===== src/design/byte_sequence_text_encoder_unit_defines.svh =====
// assertion macros for the byte sequence text encoder
// no dependencies; clk and rst are taken from the including module
`ifndef BYTE_SEQUENCE_TEXT_ENCODER_UNIT_DEFINES_SVH
`define BYTE_SEQUENCE_TEXT_ENCODER_UNIT_DEFINES_SVH

// antecedent holds, consequent in the same cycle
`define BSTE_ASSERT_NOW(label, ante, cons) \
  label: assert property (@(posedge clk) disable iff (rst) (ante) |-> (cons)) \
    else $error("bste check failed");

// antecedent holds, consequent in the next cycle
`define BSTE_ASSERT_NEXT(label, ante, cons) \
  label: assert property (@(posedge clk) disable iff (rst) (ante) |=> (cons)) \
    else $error("bste check failed");

`endif


===== src/design/bste_pkg.sv =====
// shared types, character constants and encoding helpers
// for the byte sequence text encoder; no dependencies
package bste_pkg;

  // encoding modes
  typedef enum logic [2:0] {
    MODE_B64    = 3'd0,
    MODE_QHEX   = 3'd1,
    MODE_HEX    = 3'd2,
    MODE_BIN    = 3'd3,
    MODE_BITDOT = 3'd4
  } mode_t;

  // register index of encode_mode
  localparam logic CFG_IDX_ENCODE_MODE = 1'b0;

  localparam int unsigned MAX_CHARS = 12;
  localparam int unsigned TEXT_W    = 8 * MAX_CHARS;

  localparam logic [7:0] CH_QUOTE = 8'h22;
  localparam logic [7:0] CH_EQUAL = 8'h3d;
  localparam logic [7:0] CH_DOT   = 8'h2e;
  localparam logic [7:0] CH_ZERO  = 8'h30;
  localparam logic [7:0] CH_ONE   = 8'h31;
  localparam logic [7:0] CH_LC_B  = 8'h62;
  localparam logic [7:0] CH_LC_X  = 8'h78;
  localparam logic [7:0] CH_SIX   = 8'h36;
  localparam logic [7:0] CH_FOUR  = 8'h34;
  localparam logic [7:0] CH_PLUS  = 8'h2b;
  localparam logic [7:0] CH_SLASH = 8'h2f;

  // lowercase hex digit
  function automatic logic [7:0] hex_char(input logic [3:0] nib);
    if (nib < 4'd10) begin
      return 8'h30 + {4'b0, nib};
    end
    return 8'h57 + {4'b0, nib};
  endfunction

  // base64 alphabet lookup
  function automatic logic [7:0] b64_char(input logic [5:0] idx);
    logic [7:0] wide;
    wide = {2'b00, idx};
    priority if (idx < 6'd26) begin
      return 8'h41 + wide;
    end else if (idx < 6'd52) begin
      return 8'h47 + wide;
    end else if (idx < 6'd62) begin
      return wide - 8'd4;
    end else if (idx == 6'd62) begin
      return CH_PLUS;
    end else begin
      return CH_SLASH;
    end
  endfunction

  // four characters for a group of n bytes (1 to 3), padded with '='
  function automatic logic [31:0] b64_group(input logic [7:0] b0, input logic [7:0] b1,
                                            input logic [7:0] b2, input logic [1:0] n);
    logic [7:0] c2;
    logic [7:0] c3;
    c2 = (n >= 2'd2) ? b64_char({b1[3:0], b2[7:6]}) : CH_EQUAL;
    c3 = (n == 2'd3) ? b64_char(b2[5:0]) : CH_EQUAL;
    return {b64_char(b0[7:2]), b64_char({b0[1:0], b1[7:4]}), c2, c3};
  endfunction

endpackage


===== src/design/byte_sequence_text_encoder_unit.sv =====
// top level of the byte sequence text encoder
// depends on bste_pkg and byte_sequence_text_encoder_unit_defines.svh
`include "byte_sequence_text_encoder_unit_defines.svh"

// Encodes a byte stream, one byte per input transfer, into ASCII text, one
// character per output transfer, in base64 ("b64" prefix), quoted hex, "bx"
// hex, "bb" binary or binary with nibble dots, as chosen by encode_mode
// (address 0; codes 5 to 7 act as base64). All characters of an input
// transfer (0 to 12) are formed at once into a result buffer; that buffer
// then shifts them out one per cycle while out_ready is high. A byte yields
// ten characters in binary-dot mode (nine for the last byte), eight in
// binary and two in hex; in base64 two of every three bytes yield nothing
// but are still taken as input transfers.
// The next item is taken in the cycle the last character of the previous one
// leaves. run_last marks an item's last character, sequence_end that of an item
// ending the sequence. Change encode_mode only while no text is pending.
module byte_sequence_text_encoder_unit (
  input  logic        clk,
  input  logic        rst,
  // configuration port
  input  logic        psel,
  input  logic        penable,
  input  logic        pwrite,
  input  logic [2:0]  paddr,
  input  logic [31:0] pwdata,
  output logic [31:0] prdata,
  output logic        pready,
  // input bytes
  input  logic        in_valid,
  output logic        in_ready,
  input  logic [7:0]  data_byte,
  input  logic        last_byte,
  input  logic        empty_sequence,
  // output characters
  output logic        out_valid,
  input  logic        out_ready,
  output logic [7:0]  out_char,
  output logic        run_last,
  output logic        sequence_end
);
  import bste_pkg::*;

  logic [2:0]        encode_mode;
  mode_t             mode_eff;

  logic              at_start;
  logic [15:0]       pending_bytes;
  logic [1:0]        pending_count;

  logic [TEXT_W-1:0] buf_chars;
  logic [3:0]        buf_left;
  logic              buf_ends;

  logic              in_xfer;
  logic              out_xfer;
  logic              ends;

  logic [23:0]       pre_word;
  logic [1:0]        pre_len;
  logic [TEXT_W-1:0] body;
  logic [3:0]        body_len;
  logic [TEXT_W-1:0] text;
  logic [3:0]        text_len;

  // configuration register
  assign pready = 1'b1;
  assign prdata = (paddr[2] == CFG_IDX_ENCODE_MODE) ? {29'b0, encode_mode} : 32'b0;

  always_ff @(posedge clk) begin
    if (rst) begin
      encode_mode <= MODE_B64;
    end else if (psel && penable && pwrite && pready && paddr[2] == CFG_IDX_ENCODE_MODE) begin
      encode_mode <= pwdata[2:0];
    end
  end

  // unused codes fall back to base64
  always_comb begin
    unique case (encode_mode)
      MODE_QHEX, MODE_HEX, MODE_BIN, MODE_BITDOT: mode_eff = mode_t'(encode_mode);
      default:                                    mode_eff = MODE_B64;
    endcase
  end

  // handshakes
  assign out_valid    = (buf_left != 4'd0);
  assign in_ready     = !out_valid || (out_ready && buf_left == 4'd1);
  assign in_xfer      = in_valid && in_ready;
  assign out_xfer     = out_valid && out_ready;
  assign ends         = empty_sequence || last_byte;

  assign out_char     = buf_chars[TEXT_W-1 -: 8];
  assign run_last     = (buf_left == 4'd1);
  assign sequence_end = run_last && buf_ends;

  // prefix on the first item of a sequence
  always_comb begin
    pre_word = 24'b0;
    pre_len  = 2'd0;
    if (at_start) begin
      unique case (mode_eff)
        MODE_QHEX: begin
          pre_word = {CH_QUOTE, 16'b0};
          pre_len  = 2'd1;
        end
        MODE_HEX: begin
          pre_word = {CH_LC_B, CH_LC_X, 8'b0};
          pre_len  = 2'd2;
        end
        MODE_BIN, MODE_BITDOT: begin
          pre_word = {CH_LC_B, CH_LC_B, 8'b0};
          pre_len  = 2'd2;
        end
        default: begin
          pre_word = {CH_LC_B, CH_SIX, CH_FOUR};
          pre_len  = 2'd3;
        end
      endcase
    end
  end

  // body characters, left aligned
  always_comb begin
    body     = '0;
    body_len = 4'd0;
    if (empty_sequence) begin
      // close the sequence
      if (mode_eff == MODE_B64 && pending_count == 2'd1) begin
        body[TEXT_W-1 -: 32] = b64_group(pending_bytes[15:8], 8'd0, 8'd0, 2'd1);
        body_len             = 4'd4;
      end else if (mode_eff == MODE_B64 && pending_count == 2'd2) begin
        body[TEXT_W-1 -: 32] = b64_group(pending_bytes[15:8], pending_bytes[7:0],
                                         8'd0, 2'd2);
        body_len             = 4'd4;
      end else if (mode_eff == MODE_QHEX) begin
        body[TEXT_W-1 -: 8] = CH_QUOTE;
        body_len            = 4'd1;
      end
    end else begin
      unique case (mode_eff)
        MODE_QHEX, MODE_HEX: begin
          body[TEXT_W-1 -: 16] = {hex_char(data_byte[7:4]), hex_char(data_byte[3:0])};
          body_len             = 4'd2;
          if (mode_eff == MODE_QHEX && last_byte) begin
            body[TEXT_W-17 -: 8] = CH_QUOTE;
            body_len             = 4'd3;
          end
        end
        MODE_BIN: begin
          for (int i = 0; i < 8; i++) begin
            body[TEXT_W-1-8*i -: 8] = data_byte[7-i] ? CH_ONE : CH_ZERO;
          end
          body_len = 4'd8;
        end
        MODE_BITDOT: begin
          for (int i = 0; i < 4; i++) begin
            body[TEXT_W-1-8*i -: 8]      = data_byte[7-i] ? CH_ONE : CH_ZERO;
            body[TEXT_W-1-8*(i+5) -: 8] = data_byte[3-i] ? CH_ONE : CH_ZERO;
          end
          body[TEXT_W-1-8*4 -: 8] = CH_DOT;
          body_len                = 4'd9;
          if (!last_byte) begin
            body[TEXT_W-1-8*9 -: 8] = CH_DOT;
            body_len                = 4'd10;
          end
        end
        default: begin
          priority if (pending_count == 2'd2) begin
            body[TEXT_W-1 -: 32] = b64_group(pending_bytes[15:8], pending_bytes[7:0],
                                             data_byte, 2'd3);
            body_len             = 4'd4;
          end else if (last_byte && pending_count == 2'd0) begin
            body[TEXT_W-1 -: 32] = b64_group(data_byte, 8'd0, 8'd0, 2'd1);
            body_len             = 4'd4;
          end else if (last_byte) begin
            body[TEXT_W-1 -: 32] = b64_group(pending_bytes[15:8], data_byte, 8'd0, 2'd2);
            body_len             = 4'd4;
          end else begin
            body_len = 4'd0;
          end
        end
      endcase
    end
  end

  // join prefix and body
  assign text     = {pre_word, {(TEXT_W-24){1'b0}}} | (body >> {pre_len, 3'b000});
  assign text_len = {2'b00, pre_len} + body_len;

  // sequence state
  always_ff @(posedge clk) begin
    if (rst) begin
      at_start      <= 1'b1;
      pending_bytes <= 16'b0;
      pending_count <= 2'd0;
    end else if (in_xfer) begin
      if (ends) begin
        at_start      <= 1'b1;
        pending_bytes <= 16'b0;
        pending_count <= 2'd0;
      end else begin
        at_start <= 1'b0;
        if (mode_eff == MODE_B64) begin
          priority if (pending_count == 2'd2) begin
            pending_bytes <= 16'b0;
            pending_count <= 2'd0;
          end else if (pending_count == 2'd0) begin
            pending_bytes <= {data_byte, 8'b0};
            pending_count <= 2'd1;
          end else begin
            pending_bytes[7:0] <= data_byte;
            pending_count      <= 2'd2;
          end
        end
      end
    end
  end

  // result buffer, shifts one character out per transfer
  always_ff @(posedge clk) begin
    if (rst) begin
      buf_left <= 4'd0;
    end else if (in_xfer && text_len != 4'd0) begin
      buf_left <= text_len;
    end else if (out_xfer) begin
      buf_left <= buf_left - 4'd1;
    end
  end

  always_ff @(posedge clk) begin
    if (in_xfer && text_len != 4'd0) begin
      buf_chars <= text;
      buf_ends  <= ends;
    end else if (out_xfer) begin
      buf_chars <= buf_chars << 8;
    end
  end

  // checks
  `BSTE_ASSERT_NOW(a_pending_range, 1'b1, pending_count != 2'd3)
  `BSTE_ASSERT_NOW(a_buf_range, out_valid, buf_left <= 4'd12)
  `BSTE_ASSERT_NEXT(a_run_continues, out_xfer && !run_last, out_valid)
  `BSTE_ASSERT_NEXT(a_end_restarts, in_xfer && ends, at_start && pending_count == 2'd0)

endmodule

===== config.mk =====
export PLATFORM = sky130hd
export DESIGN_NAME = byte_sequence_text_encoder_unit
export DESIGN_NICKNAME = d
export VERILOG_FILES = /design/src/design/bste_pkg.sv /design/src/design/byte_sequence_text_encoder_unit.sv
export VERILOG_INCLUDE_DIRS = /design/src /design/src/design
export SDC_FILE = /design/constraint.sdc
export NUM_CORES = 1
export LEC_CHECK = 0
export BUFFER_PORTS_ARGS = -buffer_cell sky130_fd_sc_hd__buf_4
export CAP_MARGIN = 40
export CORE_MARGIN = 8
export CORE_UTILIZATION = 34
export CTS_CLUSTER_DIAMETER = 60
export DETAILED_ROUTE_END_ITERATION = 8
export GPL_TIMING_DRIVEN = 0
export SLEW_MARGIN = 10
export SYNTH_ARGS = -nofsm -noshare
export SYNTH_HDL_FRONTEND = slang
export SYNTH_SLANG_ARGS = --single-unit

===== constraint.sdc =====
create_clock -name clk -period 6.4 [get_ports clk]
set_clock_uncertainty 0.05 [all_clocks]
set_input_delay 0.96 -clock clk [delete_from_list [all_inputs] [get_ports clk]]
set_output_delay 0.96 -clock clk [all_outputs]
set_load 0.02 [all_outputs]

==> summary.md <==
| Metric | Value |
|---|---|
| Run status | complete, no violations |
| Maximum clock path buffer count | 2 |
| Total die area | ~32,000 µm² |
| Hold slack | around 0.46 ns |
| Clk_lat worst skew | 0.37 ns |
| Final WL | around 36,000 µm |
| Via count of the first global-routing pass | roughly 9,100 |
| Residual DRC | 0 |
| End point of the critical path | buf_chars[57] |
| Register-to-register path setup slack | approximately 1.7 ns |
| Total of max-cap violations | 0 |
| H-tree depth | 3 |
| Pre-CTS setup slack | around 1.1 ns |
| WS Path Type | input port to register |
| Power density cells | 380 nW/µm² |
| Relative slew slack | a little over a third |
| Main synth FF type | edfxtp_1 |
| Initial antenna violation count | 0 |
| Post-synth EDFFs | slightly below 80 |
| Setup repair after global routing missed its margin | no |
| Worst-path maximum fanout | 39 |
| Area of all sequential standard cells | 2830 µm² |
| Final Critical Period | 4.97 ns |
| Worst hold path depth | 2 |
| Hold Vio Cnt, Final | 0 |
| Number of top-level pins | 97 |
| Cell depth of the worst flop-to-flop path | 15 |
| DRT antenna net count | 0 |
| Cell at the root of the clock tree | clkbuf_16 |
| Ant. Diodes | 0 |
| GRT Util Overall | a little over a fifth |
| Share of the clock period used by the worst path | between 70% and 80% |
| Total negative setup slack | 0 ns |
| Smallest setup slack after layout | ~1.4 ns |
| Final Max Tran Viols | 0 |
| DRT iter0 DRCs | between 1,000 and 1,500 |
| Post-synth cell types | 87 |
| Pin count of the biggest net entering global routing | 40 |
| HPWL after detailed placement | 27,800 µm |
| Number of input and output port buffers inserted | 34 |
| Area added between synthesis and finish | 12.5% |
| Footprint of the multi-input gates | 5580 µm² |
| Initial standard-cell utilization of the core | between 30% and 40% |
| Crit path capture type | register |
| Worst IR Drop VDD | ~0.19 mV |
| Wire length of the first global-routing pass | approximately 56,000 µm |
| CTS Buf Count | 9 |
| Gate Count Post-Synth | approximately 1,200 |
| Ys async rst share | 0% |
| Resize count post-CTS | 0 |
| Final-report setup violation count | 0 |
| Sequential fraction of the synthesis area | between 30% and 40% |
| Measured slew at the worst slew-check pin | approximately 0.96 ns |
| TritonCTS clock tree | built |
| Data required time at the worst endpoint | about 6.5 ns |
| Number of register bits inferred by synthesis | a little over 100 |
| Post-detailed-route via-to-cell ratio | about 6 |
| Clock transition time at the flip-flop clock pins of the worst setup and hold paths | 0.08 ns |
| Initial DRT Pass Iterations | 7 |
| Launching element of the worst setup path | empty_sequence |
| Mean instance size in the synthesized netlist | 7.91 µm² |
| Critical R2R Launch | encode_mode[2] |
| Width of the die | 180 µm |
| Number of vias in the routed layout | about 9,700 |
| Final-stage net count | between 1,000 and 1,500 |
| Element type at the critical path start | input port |
| Num Clock Sinks | slightly above 100 |
| Data arrival time of the worst path | roughly 5 ns |
| Total standard cell area after synthesis | roughly 9100 µm² |
| Number of setup buffers added after CTS | 0 |
| Floorplan core area | roughly 27,000 µm² |
| Layout fillers | 2,779 |
| Routed wirelength normalized by instance count | between 20 and 25 µm |
| Placer Congestion | 1.04 |
| Leak Pwr | slightly below 4 nW |
| Total of warnings raised by yosys | 0 |
| Hold buffer count at cts | 0 |
| Fraction of final layout cells sized beyond drive strength 1 | about an eighth |
| Die height | about 180 µm |
| Type of the worst min-delay path | register to register |
| Endpoint of the worst-slack reg-to-reg timing path | buf_chars[57] |
| Highest achievable clock rate | between 200 and 250 MHz |
| Total congestion overflow after global routing | 0 |
| Placement Rows | 60 |
==> layout by cell type (no fill, tap or decap), types with 32 or more instances in the layout <==
cell	synthesis	routed
nand2_1	143	142
nand3_1	32	32
inv_1	34	34
edfxtp_1	77	77
buf_2	30	32
o21ai_0	89	89
buf_4	42	78
nor2_1	94	94
ha_1	32	32
a21oi_1	89	89
conb_1	2	32
clkbuf_1	50	50
==> power breakdown <==
group / switching (mW) / internal, mW / total (mW) / leakage [nW]
Sequential: 0.101 / 1.19 / 1.30 / 0.969
Combinational: 1.38 / 0.670 / 2.05 / 2.80
Clock: 0.278 / 0.281 / 0.558 / 0.145
==> sequential cells by signal (all words and copies together), names as in the netlist <==
name           cells
encode_mode        3
buf_ends           1
at_start           1
buf_left           4
buf_chars         76
pending_count      2
pending_bytes     16
==> per-stage QoR <==
stage                     utilization [%]  power [mW]  area, µm²  std cells
after floorplan                         -        2.64       9240       1184
after global placement               37.2        3.29       9920       1559
after detailed placement             37.4        3.32       9970       1564
after CTS                            38.5        3.88      10300       1580
after global routing                 38.5        4.13      10300       1580
final                                38.5        3.90      10300       1580
==> final cells by class <==
cell class / instances / share of cell area (%)
Clock inverter: 6 / 0.500
Timing Repair Buffer: 39 / 2.93
Inverter: 39 / 1.43
Tap cell: 341 / 4.16
Sequential cell: 103 / 27.6
Clock buffer: 10 / 2.33
Multi-Input combinational cell: 912 / 54.3
Buffer: 130 / 6.73
==> worst min path at each step <==
stage / startpoint / end / slack, ns
2_1_floorplan: buf_chars[46] / buf_chars[54] / 0.43
3_3_place_gp: buf_chars[72] / buf_chars[80] / 0.44
3_5_place_dp: buf_chars[72] / buf_chars[80] / 0.45
4_1_cts: buf_chars[72] / buf_chars[80] / 0.46
5_1_grt: buf_chars[46] / buf_chars[54] / 0.50
6_report: buf_chars[72] / buf_chars[80] / 0.46
==> per-layer routing <==
layer	global-route usage [%]	part of all wire (%)
met1	29.1	42
met2	33.2	42
met3	4.82	10
met4	10.4	5.1
met5	0	0
==> critical path, stage by stage <==
cell and delay, ns:
buf_4 0.12, clkbuf_1 0.23, buf_1 0.39, nor2_1 0.81, nor2_1 0.12, nor2_1 0.12
ha_1 0.17, inv_1 0.06, fa_1 0.41, nor2b_1 0.13, mux2i_1 0.11, o21ai_4 0.34
buf_2 0.33, nand2_4 0.34, buf_12 0.31
==> logic make-up after synthesis <==
group,share of synthesized area [%]
simple gates,21.0
other cells,0.0823
fa+ha+maj,4.61
xor+xnor,2.30
flops,31.0
buf+inv,9.17
compound gates,30.0
mux,1.81
==> cell usage after synthesis (all sizes together) (12+ instances only) <==
master / count / share of area [%]
a211oi: 16 / 1.3
a21o: 16 / 1.3
a21oi: 89 / 4.9
a221oi: 14 / 1.5
a22o: 12 / 1.2
a31oi: 28 / 1.9
and2: 13 / 0.89
and3: 13 / 0.89
buf: 80 / 5.5
clkbuf: 50 / 2.1
dfxtp: 26 / 5.7
edfxtp: 77 / 25
ha: 32 / 4.4
inv: 35 / 1.4
mux2i: 12 / 1.3
nand2: 143 / 5.9
nand2b: 12 / 0.82
nand3: 33 / 1.9
nand4: 12 / 0.82
nor2: 97 / 4.1
nor2b: 14 / 0.96
nor3: 24 / 1.4
o211ai: 14 / 1.2
o21ai: 96 / 5.4
o31ai: 19 / 1.6
xnor2: 21 / 2.0
No activity file was read; power rests on OpenSTA's default activity.
